--- config.mk ---
export PLATFORM = sky130hd
export DESIGN_NAME = row_mean_variance_flat
export DESIGN_NICKNAME = d
export VERILOG_FILES = /design/src/rtl/core/rmv_pkg.sv /design/src/rtl/core/rmv_if.sv /design/src/rtl/core/row_mean_variance.sv /design/src/rtl/core/rmv_accum.sv /design/src/rtl/core/rmv_engine.sv /design/src/flat_wrapper.sv
export SDC_FILE = /design/constraint.sdc
export NUM_CORES = 2
export LEC_CHECK = 0
export ABC_AREA = 1
export BUFFER_PORTS_ARGS = -buffer_cell sky130_fd_sc_hd__buf_2
export CORE_AREA = 8 8 274 276
export CTS_CLUSTER_SIZE = 20
export DETAILED_ROUTE_END_ITERATION = 16
export DIE_AREA = 0 0 282 284
export PLACE_DENSITY = 0.78
export SETUP_SLACK_MARGIN = 0.1
export SYNTH_ARGS = -nofsm -noshare
export SYNTH_HDL_FRONTEND = slang
export SYNTH_SLANG_ARGS = --single-unit
--- constraint.sdc ---
create_clock -name clk_i -period 8.57 [get_ports clk_i]
set_input_delay 0.857 -clock clk_i [delete_from_list [all_inputs] [get_ports clk_i]]
set_output_delay 0.857 -clock clk_i [all_outputs]
set_load 0.05 [all_outputs]
--- src/rtl/core/rmv_pkg.sv ---
// rmv_pkg: widths, engine request type and row accumulator type shared by
// the row mean and variance block. No dependencies.
package rmv_pkg;

  localparam int unsigned ROW_MAX = 1024;
  localparam int unsigned LEN_W   = 11;
  localparam int unsigned SMP_W   = 16;
  localparam int unsigned SUM_W   = 26;
  localparam int unsigned SQ_W    = 41;
  localparam int unsigned ENG_W   = 51;
  localparam int unsigned STEP_W  = 6;
  localparam int unsigned AVG_W   = 16;
  localparam int unsigned VAR_W   = 31;

  typedef enum logic {
    OP_MUL = 1'b0,
    OP_DIV = 1'b1
  } eng_op_e;

  typedef struct packed {
    logic              start;
    eng_op_e           op;
    logic [ENG_W-1:0]  opa;
    logic [ENG_W-1:0]  opb;
    logic [STEP_W-1:0] steps;
  } eng_req_t;

  typedef struct packed {
    logic signed [SUM_W-1:0] sum;
    logic [SQ_W-1:0]         sq;
    logic [LEN_W-1:0]        cnt;
  } row_acc_t;

endpackage

--- src/rtl/core/rmv_if.sv ---
// rmv_if: valid/ready channel interfaces for samples in and row results out.
// Depends on rmv_pkg for the field widths.
interface rmv_in_if;
  logic                              valid;
  logic                              ready;
  logic signed [rmv_pkg::SMP_W-1:0]  sample;

  modport source (output valid, output sample, input ready);
  modport sink (input valid, input sample, output ready);
endinterface

interface rmv_out_if;
  logic                              valid;
  logic                              ready;
  logic signed [rmv_pkg::AVG_W-1:0]  row_average;
  logic [rmv_pkg::VAR_W-1:0]         row_spread;

  modport source (output valid, output row_average, output row_spread, input ready);
  modport sink (input valid, input row_average, input row_spread, output ready);
endinterface

--- src/rtl/core/row_mean_variance.sv ---
// row_mean_variance: top level, sequencer and output register.
// Depends on rmv_pkg, rmv_if, rmv_accum and rmv_engine.
//
// Per-row mean (Q8.8, truncated toward zero) and population variance
// (Q16.16, truncated) of signed Q8.8 samples. Input ready is high in S_IDLE,
// so a sample that does not close a row is taken without a stall. The sample
// that closes a row holds the input until the earliest next request: the one
// shared 52-bit adder runs n*Q (11 steps), S*S (26 steps) and n*n (11 steps)
// as shift-add multiplies, then the variance and mean as 51-step restoring
// divides, sequenced by the state machine from S_PREP through S_DONE. The
// finished result sits in an output register, so the next row is accepted
// while it waits to be taken; a following result waits only if that register
// is still full. The row length register is written through
// cfg_we_i/cfg_wdata_i; 0 acts as 1 and values above 1024 act as 1024.
module row_mean_variance (
  input  logic                      clk_i,
  input  logic                      rst_ni,
  input  logic                      cfg_we_i,
  input  logic [rmv_pkg::LEN_W-1:0] cfg_wdata_i,
  rmv_in_if.sink                    in_i,
  rmv_out_if.source                 out_o
);
  import rmv_pkg::*;

  typedef enum logic [7:0] {
    S_IDLE = 8'b0000_0001,
    S_PREP = 8'b0000_0010,
    S_NQ   = 8'b0000_0100,
    S_SS   = 8'b0000_1000,
    S_NN   = 8'b0001_0000,
    S_VAR  = 8'b0010_0000,
    S_MEAN = 8'b0100_0000,
    S_DONE = 8'b1000_0000
  } state_e;

  state_e                   state_q, state_d;
  row_acc_t                 acc;
  logic                     last;
  logic                     take;
  logic                     clear;
  eng_req_t                 eng_req;
  logic [ENG_W-1:0]         eng_res;
  logic                     eng_done;
  logic                     eng_busy;
  logic [SUM_W-1:0]         mag;
  logic [AVG_W-1:0]         quot;
  logic [ENG_W-1:0]         nq_q, nq_d;
  logic [ENG_W-1:0]         num_q, num_d;
  logic [VAR_W-1:0]         var_q, var_d;
  logic signed [AVG_W-1:0]  mean_q, mean_d;
  logic                     out_valid_q, out_valid_d;
  logic signed [AVG_W-1:0]  out_avg_q;
  logic [VAR_W-1:0]         out_var_q;
  logic                     out_load;

  assign in_i.ready = (state_q == S_IDLE);
  assign take       = in_i.valid & in_i.ready;

  rmv_accum u_accum (
    .clk_i       (clk_i),
    .rst_ni      (rst_ni),
    .cfg_we_i    (cfg_we_i),
    .cfg_wdata_i (cfg_wdata_i),
    .take_i      (take),
    .sample_i    (in_i.sample),
    .clear_i     (clear),
    .acc_o       (acc),
    .last_o      (last)
  );

  rmv_engine u_engine (
    .clk_i  (clk_i),
    .rst_ni (rst_ni),
    .req_i  (eng_req),
    .res_o  (eng_res),
    .done_o (eng_done),
    .busy_o (eng_busy)
  );

  assign mag  = acc.sum[SUM_W-1] ? SUM_W'(-acc.sum) : SUM_W'(acc.sum);
  assign quot = eng_res[AVG_W-1:0];

  always_comb begin
    state_d       = state_q;
    nq_d          = nq_q;
    num_d         = num_q;
    var_d         = var_q;
    mean_d        = mean_q;
    clear         = 1'b0;
    out_load      = 1'b0;
    eng_req       = '0;
    eng_req.op    = OP_MUL;
    case (state_q)
      S_IDLE: begin
        if (take && last) begin
          state_d = S_PREP;
        end
      end
      S_PREP: begin
        eng_req.start = 1'b1;
        eng_req.opa   = ENG_W'(acc.sq);
        eng_req.opb   = ENG_W'(acc.cnt);
        eng_req.steps = STEP_W'(LEN_W);
        state_d       = S_NQ;
      end
      S_NQ: begin
        if (eng_done) begin
          nq_d          = eng_res;
          eng_req.start = 1'b1;
          eng_req.opa   = ENG_W'(mag);
          eng_req.opb   = ENG_W'(mag);
          eng_req.steps = STEP_W'(SUM_W);
          state_d       = S_SS;
        end
      end
      S_SS: begin
        if (eng_done) begin
          num_d         = nq_q - eng_res;
          eng_req.start = 1'b1;
          eng_req.opa   = ENG_W'(acc.cnt);
          eng_req.opb   = ENG_W'(acc.cnt);
          eng_req.steps = STEP_W'(LEN_W);
          state_d       = S_NN;
        end
      end
      S_NN: begin
        if (eng_done) begin
          eng_req.start = 1'b1;
          eng_req.op    = OP_DIV;
          eng_req.opa   = num_q;
          eng_req.opb   = eng_res;
          eng_req.steps = STEP_W'(ENG_W);
          state_d       = S_VAR;
        end
      end
      S_VAR: begin
        if (eng_done) begin
          var_d         = eng_res[VAR_W-1:0];
          eng_req.start = 1'b1;
          eng_req.op    = OP_DIV;
          eng_req.opa   = ENG_W'(mag);
          eng_req.opb   = ENG_W'(acc.cnt);
          eng_req.steps = STEP_W'(ENG_W);
          state_d       = S_MEAN;
        end
      end
      S_MEAN: begin
        if (eng_done) begin
          // truncation toward zero: divide the magnitude, then restore sign
          mean_d  = acc.sum[SUM_W-1] ? signed'(-quot) : signed'(quot);
          clear   = 1'b1;
          state_d = S_DONE;
        end
      end
      S_DONE: begin
        if (!out_valid_q || out_o.ready) begin
          out_load = 1'b1;
          state_d  = S_IDLE;
        end
      end
      default: begin
        state_d = S_IDLE;
      end
    endcase
  end

  always_comb begin
    out_valid_d = out_valid_q;
    if (out_load) begin
      out_valid_d = 1'b1;
    end else if (out_valid_q && out_o.ready) begin
      out_valid_d = 1'b0;
    end
  end

  always_ff @(posedge clk_i or negedge rst_ni) begin
    if (!rst_ni) begin
      state_q     <= S_IDLE;
      out_valid_q <= 1'b0;
    end else begin
      state_q     <= state_d;
      out_valid_q <= out_valid_d;
    end
  end

  always_ff @(posedge clk_i) begin
    nq_q   <= nq_d;
    num_q  <= num_d;
    var_q  <= var_d;
    mean_q <= mean_d;
    if (out_load) begin
      out_avg_q <= mean_q;
      out_var_q <= var_q;
    end
  end

  assign out_o.valid       = out_valid_q;
  assign out_o.row_average = out_avg_q;
  assign out_o.row_spread  = out_var_q;

  // no sample request is taken while the shared unit is running
  a_no_take_busy: assert property (@(posedge clk_i) disable iff (!rst_ni)
    eng_busy |-> !in_i.ready)
    else $error("sample ready while engine busy");

  a_out_from_done: assert property (@(posedge clk_i) disable iff (!rst_ni)
    $rose(out_valid_q) |-> $past(state_q == S_DONE))
    else $error("result raised outside done state");

  a_cnt_range: assert property (@(posedge clk_i) disable iff (!rst_ni)
    acc.cnt <= LEN_W'(ROW_MAX))
    else $error("element count beyond row maximum");

  a_row_cleared: assert property (@(posedge clk_i) disable iff (!rst_ni)
    (state_q == S_MEAN && eng_done) |=> (acc.cnt == '0 && acc.sum == '0))
    else $error("accumulators not cleared after row");

endmodule

--- src/rtl/core/rmv_accum.sv ---
// rmv_accum: row length register, running sum, sum of squares and element
// count, with end-of-row detection. Depends on rmv_pkg.
module rmv_accum (
  input  logic                              clk_i,
  input  logic                              rst_ni,
  input  logic                              cfg_we_i,
  input  logic [rmv_pkg::LEN_W-1:0]         cfg_wdata_i,
  input  logic                              take_i,
  input  logic signed [rmv_pkg::SMP_W-1:0]  sample_i,
  input  logic                              clear_i,
  output rmv_pkg::row_acc_t                 acc_o,
  output logic                              last_o
);
  import rmv_pkg::*;

  logic [LEN_W-1:0]         row_length_q;
  logic [LEN_W-1:0]         eff_len;
  logic [LEN_W-1:0]         cnt_inc;
  logic signed [2*SMP_W-1:0] sq_prod;
  row_acc_t                 acc_q, acc_d;

  always_comb begin
    eff_len = row_length_q;
    if (row_length_q == '0) begin
      eff_len = LEN_W'(1);
    end else if (row_length_q > LEN_W'(ROW_MAX)) begin
      eff_len = LEN_W'(ROW_MAX);
    end
  end

  // last marks the sample whose count reaches or passes the effective row length
  assign cnt_inc = acc_q.cnt + LEN_W'(1);
  assign last_o  = (cnt_inc >= eff_len);
  assign sq_prod = sample_i * sample_i;

  always_comb begin
    acc_d = acc_q;
    if (clear_i) begin
      acc_d = '0;
    end else if (take_i) begin
      acc_d.sum = acc_q.sum + SUM_W'(sample_i);
      acc_d.sq  = acc_q.sq + SQ_W'(unsigned'(sq_prod));
      acc_d.cnt = cnt_inc;
    end
  end

  always_ff @(posedge clk_i or negedge rst_ni) begin
    if (!rst_ni) begin
      acc_q        <= '0;
      row_length_q <= LEN_W'(1);
    end else begin
      acc_q <= acc_d;
      if (cfg_we_i) begin
        row_length_q <= cfg_wdata_i;
      end
    end
  end

  assign acc_o = acc_q;

endmodule

--- src/rtl/core/rmv_engine.sv ---
// rmv_engine: shared shift-add multiplier and restoring divider around one
// adder/subtractor, one bit per cycle. Depends on rmv_pkg.
module rmv_engine (
  input  logic                      clk_i,
  input  logic                      rst_ni,
  input  rmv_pkg::eng_req_t         req_i,
  output logic [rmv_pkg::ENG_W-1:0] res_o,
  output logic                      done_o,
  output logic                      busy_o
);
  import rmv_pkg::*;

  eng_op_e           op_q, op_d;
  logic [ENG_W-1:0]  acc_q, acc_d;
  logic [ENG_W-1:0]  opa_q, opa_d;
  logic [ENG_W-1:0]  opb_q, opb_d;
  logic [STEP_W-1:0] cnt_q, cnt_d;
  logic              busy_q, busy_d;
  logic              done_q, done_d;
  logic [ENG_W:0]    rem_shift;
  logic [ENG_W:0]    add_x, add_y;
  logic              sub;
  logic [ENG_W+1:0]  add_sum;
  logic              carry;

  // multiply: acc += opa when opb lsb set; divide: acc is the remainder,
  // opa shifts the dividend out and the quotient in
  assign rem_shift = {acc_q, opa_q[ENG_W-1]};
  assign sub       = (op_q == OP_DIV);
  assign add_x     = sub ? rem_shift : {1'b0, acc_q};
  assign add_y     = sub ? {1'b0, opb_q} : {1'b0, opa_q};
  assign add_sum   = {1'b0, add_x} + {1'b0, add_y ^ {(ENG_W+1){sub}}}
                     + (ENG_W+2)'(sub);
  assign carry     = add_sum[ENG_W+1];

  always_comb begin
    op_d   = op_q;
    acc_d  = acc_q;
    opa_d  = opa_q;
    opb_d  = opb_q;
    cnt_d  = cnt_q;
    busy_d = busy_q;
    done_d = 1'b0;
    if (busy_q) begin
      case (op_q)
        OP_MUL: begin
          if (opb_q[0]) begin
            acc_d = add_sum[ENG_W-1:0];
          end
          opa_d = {opa_q[ENG_W-2:0], 1'b0};
          opb_d = {1'b0, opb_q[ENG_W-1:1]};
        end
        OP_DIV: begin
          // carry out of the subtract means no borrow
          acc_d = carry ? add_sum[ENG_W-1:0] : rem_shift[ENG_W-1:0];
          opa_d = {opa_q[ENG_W-2:0], carry};
        end
        default: begin
          acc_d = acc_q;
        end
      endcase
      cnt_d = cnt_q - STEP_W'(1);
      if (cnt_q == STEP_W'(1)) begin
        busy_d = 1'b0;
        done_d = 1'b1;
      end
    end else if (req_i.start) begin
      op_d   = req_i.op;
      acc_d  = '0;
      opa_d  = req_i.opa;
      opb_d  = req_i.opb;
      cnt_d  = req_i.steps;
      busy_d = 1'b1;
    end
  end

  always_ff @(posedge clk_i or negedge rst_ni) begin
    if (!rst_ni) begin
      busy_q <= 1'b0;
      done_q <= 1'b0;
      cnt_q  <= '0;
      op_q   <= OP_MUL;
    end else begin
      busy_q <= busy_d;
      done_q <= done_d;
      cnt_q  <= cnt_d;
      op_q   <= op_d;
    end
  end

  always_ff @(posedge clk_i) begin
    acc_q <= acc_d;
    opa_q <= opa_d;
    opb_q <= opb_d;
  end

  assign res_o  = (op_q == OP_DIV) ? opa_q : acc_q;
  assign done_o = done_q;
  assign busy_o = busy_q;

endmodule
--- src/flat_wrapper.sv ---
// flat-port wrapper written by rule: the top's interface ports become plain ports
module row_mean_variance_flat import rmv_pkg::*;
  (clk_i, rst_ni, cfg_we_i, cfg_wdata_i, in_i_valid, in_i_sample, in_i_ready, out_o_valid, out_o_row_average, out_o_row_spread, out_o_ready);
  rmv_in_if in_i_i ();
  rmv_out_if out_o_i ();
  input  logic clk_i;
  input  logic rst_ni;
  input  logic cfg_we_i;
  input  logic [rmv_pkg::LEN_W-1:0] cfg_wdata_i;
  input wire logic [$bits(in_i_i.valid)-1:0] in_i_valid;
  input wire logic [$bits(in_i_i.sample)-1:0] in_i_sample;
  output wire logic [$bits(in_i_i.ready)-1:0] in_i_ready;
  output wire logic [$bits(out_o_i.valid)-1:0] out_o_valid;
  output wire logic [$bits(out_o_i.row_average)-1:0] out_o_row_average;
  output wire logic [$bits(out_o_i.row_spread)-1:0] out_o_row_spread;
  input wire logic [$bits(out_o_i.ready)-1:0] out_o_ready;
  assign in_i_i.valid = in_i_valid;
  assign in_i_i.sample = in_i_sample;
  assign in_i_ready = in_i_i.ready;
  assign out_o_valid = out_o_i.valid;
  assign out_o_row_average = out_o_i.row_average;
  assign out_o_row_spread = out_o_i.row_spread;
  assign out_o_i.ready = out_o_ready;
  row_mean_variance u_core (.clk_i(clk_i), .rst_ni(rst_ni), .cfg_we_i(cfg_we_i), .cfg_wdata_i(cfg_wdata_i), .in_i(in_i_i), .out_o(out_o_i));
endmodule
======== Word-level counts from Yosys, hierarchy flattened ========
Cells that the tools add are included.
operators by class
  add/sub/neg operators ................... 9
  reductions and logical operators ........ 17
  multiply operators ...................... 1
  mux-type cells .......................... 48
  equality and inequality tests ........... 18
  $lt $le $gt $ge ......................... 2
  bitwise logic cells ..................... 4
operators by type and width
  operator                               number
  two-way mux 51 bit                     11
  case mux 108 bit (5 select lines)      1
  two-way mux 110 bit                    2
  case mux 51 bit (2 select lines)       2
  two-way mux 78 bit                     2
  two-way mux 83 bit                     1
  two-way mux 68 bit                     1
  case mux 8 bit (8 select lines)        1
  two-way mux 8 bit                      7
  adder 52 x 52 -> 53 bit                1
  adder 53 x 1 -> 53 bit                 1
  two-way mux 52 bit                     1
  bitwise XOR 51 x 52 -> 52 bit          1
  subtractor 51 bit                      1
  adder 41 x 32 -> 41 bit                1
  multiplier 16 x 16 -> 32 bit           1
  adder 26 x 16 -> 26 bit                1
  two-way mux 26 bit                     1
  negation 26 bit                        1
  two-way mux 11 bit                     2
  two-way mux 16 bit                     1
  negation 16 bit                        1
  != test 2 bit (second input constant)  7
  AND reduction 2 bit                    7
  28 further kinds                       43
word-level totals
  flip-flop bits (word level) ............. 456
  word-level logic and storage cells ...... 118
  bits of input ports ..................... 32
  output and inout bits ................... 49

======== Depth between registers and ports, before layout ========
  depth after elaboration ................. 7
  mapped depth ............................ 39
  depth with buffers taken out ............ 38

======== Hierarchy ========
Synthesis repeated with hierarchy kept, for this count alone.
unflattened totals
  cells, all modules ...................... 6097
  area total of the unflattened synthesis .. 43840.8 µm²
by module, submodules not included
  module             times used  sequential area each (µm²)  cells an instance  area an instance (µm²)
  rmv_accum          1           2228.4                      2371               17329.1
  row_mean_variance  1           6112.1                      1728               13397.8
  rmv_engine         1           4819.6                      1998               13113.8

======== Worst setup path after synthesis ========
Ideal clock, no wire load.
  path type ............................... in2reg
  start point ............................. input in_i_sample[3]
  end point ............................... register u_core.u_accum.acc_q (netlist bit u_core.u_accum.acc_o[47])
  cell stages on the path ................. 33
  path buffers ............................ 2
  data required time ...................... 8.453 ns
  data arrival time ....................... 7.498 ns
  setup slack ............................. 0.955 ns
  library setup time ...................... 0.117 ns
  cells stage by stage .................... clkbuf_1 -> clkbuf_1 -> nand2_1 -> inv_1 -> fa_1 -> inv_1 -> fa_1 -> inv_1 -> fa_1 -> fa_1 -> fa_1 -> inv_1 -> fa_1 -> inv_1 -> ha_1 -> nand2_1 -> nor2_1 -> and2_1 -> nand3_1 -> nand3_1 -> nand3b_1 -> nand3_1 -> xor2_1 -> ha_1 -> nand2_1 -> nor2_1 -> inv_1 -> nor4_1 -> nand2_1 -> nand2_1 -> nand3_1 -> nor2_1 -> nor2_1
on the way
  cells in the longest elaborated chain, start to end .. 4
RTL lines
  element                       line                source
  from (decl)                   flat_wrapper.sv:11  input wire logic [$bits(in_i_i.sample)-1:0] in_i_sample;
  multiplier 16 x 16 -> 32 bit  rmv_accum.sv:34     assign sq_prod = sample_i * sample_i;
  adder 41 x 32 -> 41 bit       rmv_accum.sv:42     acc_d.sq = acc_q.sq + SQ_W'(unsigned'(sq_prod));
  two-way mux 78 bit            rmv_accum.sv:40     end else if (take_i) begin
  two-way mux 78 bit            rmv_accum.sv:38     if (clear_i) begin
  to (signal assigned)          rmv_accum.sv:49     acc_q <= '0;
  to (signal assigned)          rmv_accum.sv:52     acc_q <= acc_d;
  to (decl)                     rmv_accum.sv:20     row_acc_t acc_q, acc_d;
Every way passes these cells. The select of a mux whose other input is x is not followed.
A chain may end at the register's enable or synchronous reset.

======== Worst setup path after layout ========
  start point ............................. input in_i_sample[15]
  end point ............................... register u_core.u_accum.acc_q (netlist bit u_core.u_accum.acc_o[46])
Same word-level chain as after synthesis.

==> out/summary.txt <==
Layout Nets = 6122
Clock Latency Late Sink = 0.63 ns
Ys Warns = 0
initial antenna violation count = 3
CTS Hold Bufs = 0
number of synthesized flops with an enable pin = 349
startpoint types = primary input
global-route wire length before repair = 220.4 mm
Die H = 284 um
Int Power = 0.007820 W
Setup violations, final = 0
Iteration-0 DRC Markers = 4358
fmax = 130.0 MHz
DRT antenna net count = 0
Yosys reg bits = 456
Seq/Total Area, Yosys = 0.3125
Slew @ Worst Pin = 1.074 ns
post-layout min period = 7.691 ns
worst r2r path cells = 14
Setup Skew = 0.03064 ns
Post-Syn Instances = 5554
drt total wl = 143.1 mm
register-to-register setup slack = 2.97 ns
Rel. slew slack = 0.2767
outcome = complete, no violations
CTS resizes = 0
Root Buffer = clkbuf_16
clock share of power = 0.136
via density per instance = 5.886
largest net degree at the start of global routing = 77
final worst setup slack = 0.8794 ns
async set-reset flop share out of synthesis = 0.2346
hold_ws = 0.3169 ns
CTS tree = built
Die W = 282 um
most frequent cell on the critical path = nand2_1
area grow syn2layout = 7.127%
Final HPWL DP = 114.4 mm
kind of critical path = primary input to flip-flop
clk buf depth = 3
Fill cells = 6382
worst ir drop on vdd = 1.173 mV
Crit Path Max Fanout = 20
Syn Nets = 6084
starting density of the core = 0.5952
max-cap violation count = 0
routability-driven placement congestion ratio = 1.059
H-tree depth = 2
pwr/cell area = 385.6 nW/um^2
Placed Area = 43330 um^2
sequential share of power = 0.136
Crit Reg-Reg Startpoint = u_core.u_engine.op_q
R2R Path End = u_core.u_engine.acc_q[6]
Crit. End Element = flip-flop
CP max stage delay = 0.54 ns
combinational power share = 0.728
Worst-path clk slew = 0.08 ns
IO Pins = 81
ant diodes = 0
ys flop type = edfxtp_1
switching pwr = 0.009575 W
Worst Setup SP = in_i_sample[15]
Final Cell Area = 45120 um^2
first-pass iteration count of the detailed router = 9
Vias = 38770
fin crit share = 0.8974
Critical path buffers and inverters = 6
CP Depth = 32
Arr. time, crit path = 8.25 ns
wire per inst = 21.72 um
clock net sink count = 456
Port Buffer Count = 80
# DRC = 0
Setup Buffers After CTS = 0
Worst EP required = 9.13 ns
Total GRT Usage = 0.3554
CP delay by family, top = adder cells
Place WS = 0.3461 ns
RSZ-0062 raised after global routing = false
Hold Path Class = primary input to asynchronous set/reset pin
synthesized cell area = 42110 um^2
Avg Cell Area, Syn = 7.583 um^2
switching share of power = 0.5504
Core Rows = 98
TNS Setup = 0 ns
crit path to = u_core.u_accum.acc_o[46]
share of cells above drive strength 1 = 0.06315
crit path max-delay cell type = fa_1
Hold Fails Final Rpt = 0
CTS Buf Count = 53
Leak Pwr = 21.80 nW
full die area = 80090 um^2
Distinct cells, synth = 73
core area = 70750 um^2
Max Slew Vio Count = 0
vias in the first global route = 38060
total gr overflow = 0
## cell type report
class | instances | area [um^2] | share of cell area
Timing Repair Buffer | 120 | 703.2 | 0.01559
Multi-Input combinational cell | 3989 | 24620 | 0.5457
Sequential cell | 456 | 13170 | 0.2918
Clock inverter | 44 | 446.7 | 0.009901
Tap cell | 950 | 1189 | 0.02635
Inverter | 972 | 3656 | 0.08104
Clock buffer | 56 | 1338 | 0.02965
## logic make-up (layout without fill, tap and decap cells)
kind of cell / Yosys count / in the layout / share of synthesized area
xor gates and xnor gates: 142 / 142 / 0.02953
DFF: 456 / 456 / 0.3125
and+or+nand+nor: 2462 / 2462 / 0.2426
AOI/OAI and AO/OA: 879 / 879 / 0.1186
muxes: 8 / 8 / 0.002139
buffers and inverters: 1109 / 1192 / 0.1037
adders and majority gates: 498 / 498 / 0.1909
## through the flow
stage	instances	power (W)	util
final	6587	0.01740	0.6377
after global routing	6587	0.01915	0.6377
after CTS	6587	0.01736	0.6377
after detailed placement	6487	0.01497	0.6125
after global placement	6487	0.01494	0.6125
after floorplan	5554	0.01158	-
## worst reg2reg max path: stages (launching register included)
cell and delay, ns:
dfrtp_2 0.70, inv_4 0.37, o21ai_0 1.04, ha_1 0.49
a21oi_1 0.41, nand2_1 0.12, nand2_1 0.09, nand2_1 0.08
inv_1 0.07, nand2_2 0.09, a21oi_4 0.29, nand3_4 0.46
inv_2 0.75, o21ai_0 0.30, nor2_1 0.18
## per-layer routing
layer | part of all wire | vias up | global-route usage
li1 | - | 17910 | -
met1 | 0.41 | 18480 | 0.4862
met2 | 0.44 | 2007 | 0.5549
met3 | 0.10 | 361 | 0.06675
met4 | 0.046 | 6 | 0.1396
met5 | 0.00033 | - | 0
## cell usage in the layout, fill, tap and decap left out, types with 13 or more instances in the layout
master     Yosys  routed
a21o_1        24      24
a21oi_1      293     292
a31oi_1       24      24
buf_2         34      79
buf_4          2      41
clkbuf_16      0      53
clkinv_1       3      13
dfrtp_1      105     103
edfxtp_1     349     349
fa_1         241     241
ha_1         257     257
inv_1        948     947
inv_2         18      19
nand2_1     1334    1334
nand2_2       17      17
nand3_1      242     242
nand4_1       53      53
nor2_1       666     664
nor2_2        20      19
nor3_1        48      48
nor4_1        17      17
o211ai_1      17      17
o21ai_0      345     345
o21ai_1       23      23
o21ai_2       16      16
o21bai_1      42      42
o22ai_1       29      29
xnor2_1       43      43
xor2_1        99      99
## flip-flops by register name (all words and copies together), names as in the netlist
signal,flops
u_core.u_accum.acc_o,78
u_core.nq_q,51
u_core.num_q,51
u_core.u_engine.acc_q,51
u_core.u_engine.opa_q,51
u_core.u_engine.opb_q,51
u_core.out_o.row_spread,31
u_core.var_q,31
u_core.mean_q,16
u_core.out_o.row_average,16
u_core.u_accum.row_length_q,11
u_core.state_q,8
u_core.u_engine.cnt_q,6
u_core.out_o.valid,1
u_core.u_engine.busy_o,1
u_core.u_engine.done_o,1
u_core.u_engine.op_q,1
## worst min path at each step
stage	depth (start not counted)	end
after floorplan	0	u_core.out_o.row_average[0]
after global placement	0	u_core.out_o.row_spread[30]
after detailed placement	0	u_core.out_o.row_spread[23]
after CTS	1	u_core.u_accum.row_length_q[6]
after global routing	1	u_core.u_accum.row_length_q[6]
final	1	u_core.u_accum.row_length_q[6]
## power groups by stage
stage | clock, W | combinational, W | sequential (W)
detailed placement | 0 | 0.0126 | 0.00241
finish | 0.00237 | 0.0127 | 0.00236
floorplan | 0 | 0.00917 | 0.00241
global placement | 0 | 0.0125 | 0.00241
global route | 0.00245 | 0.0143 | 0.00236
CTS | 0.00237 | 0.0126 | 0.00236
## cells in the mapped netlist (all sizes together) (21+ instances only)
cell | n | area (um^2)
nand2 | 1354 | 5147
inv | 969 | 3645
nor2 | 694 | 2715
o21ai | 386 | 2014
edfxtp | 349 | 10480
a21oi | 301 | 1544
ha | 257 | 3216
nand3 | 254 | 1339
fa | 241 | 4825
dfrtp | 105 | 2628
xor2 | 99 | 867.1
clkbuf | 73 | 275.3
buf | 64 | 435.4
nand4 | 56 | 377.9
nor3 | 50 | 260.3
o21bai | 43 | 326.6
xnor2 | 43 | 376.6
o22ai | 29 | 181.4
a21o | 24 | 180.2
a31oi | 24 | 150.1
o211ai | 21 | 177.7
Note: power is estimated with default switching activity, not from simulation.
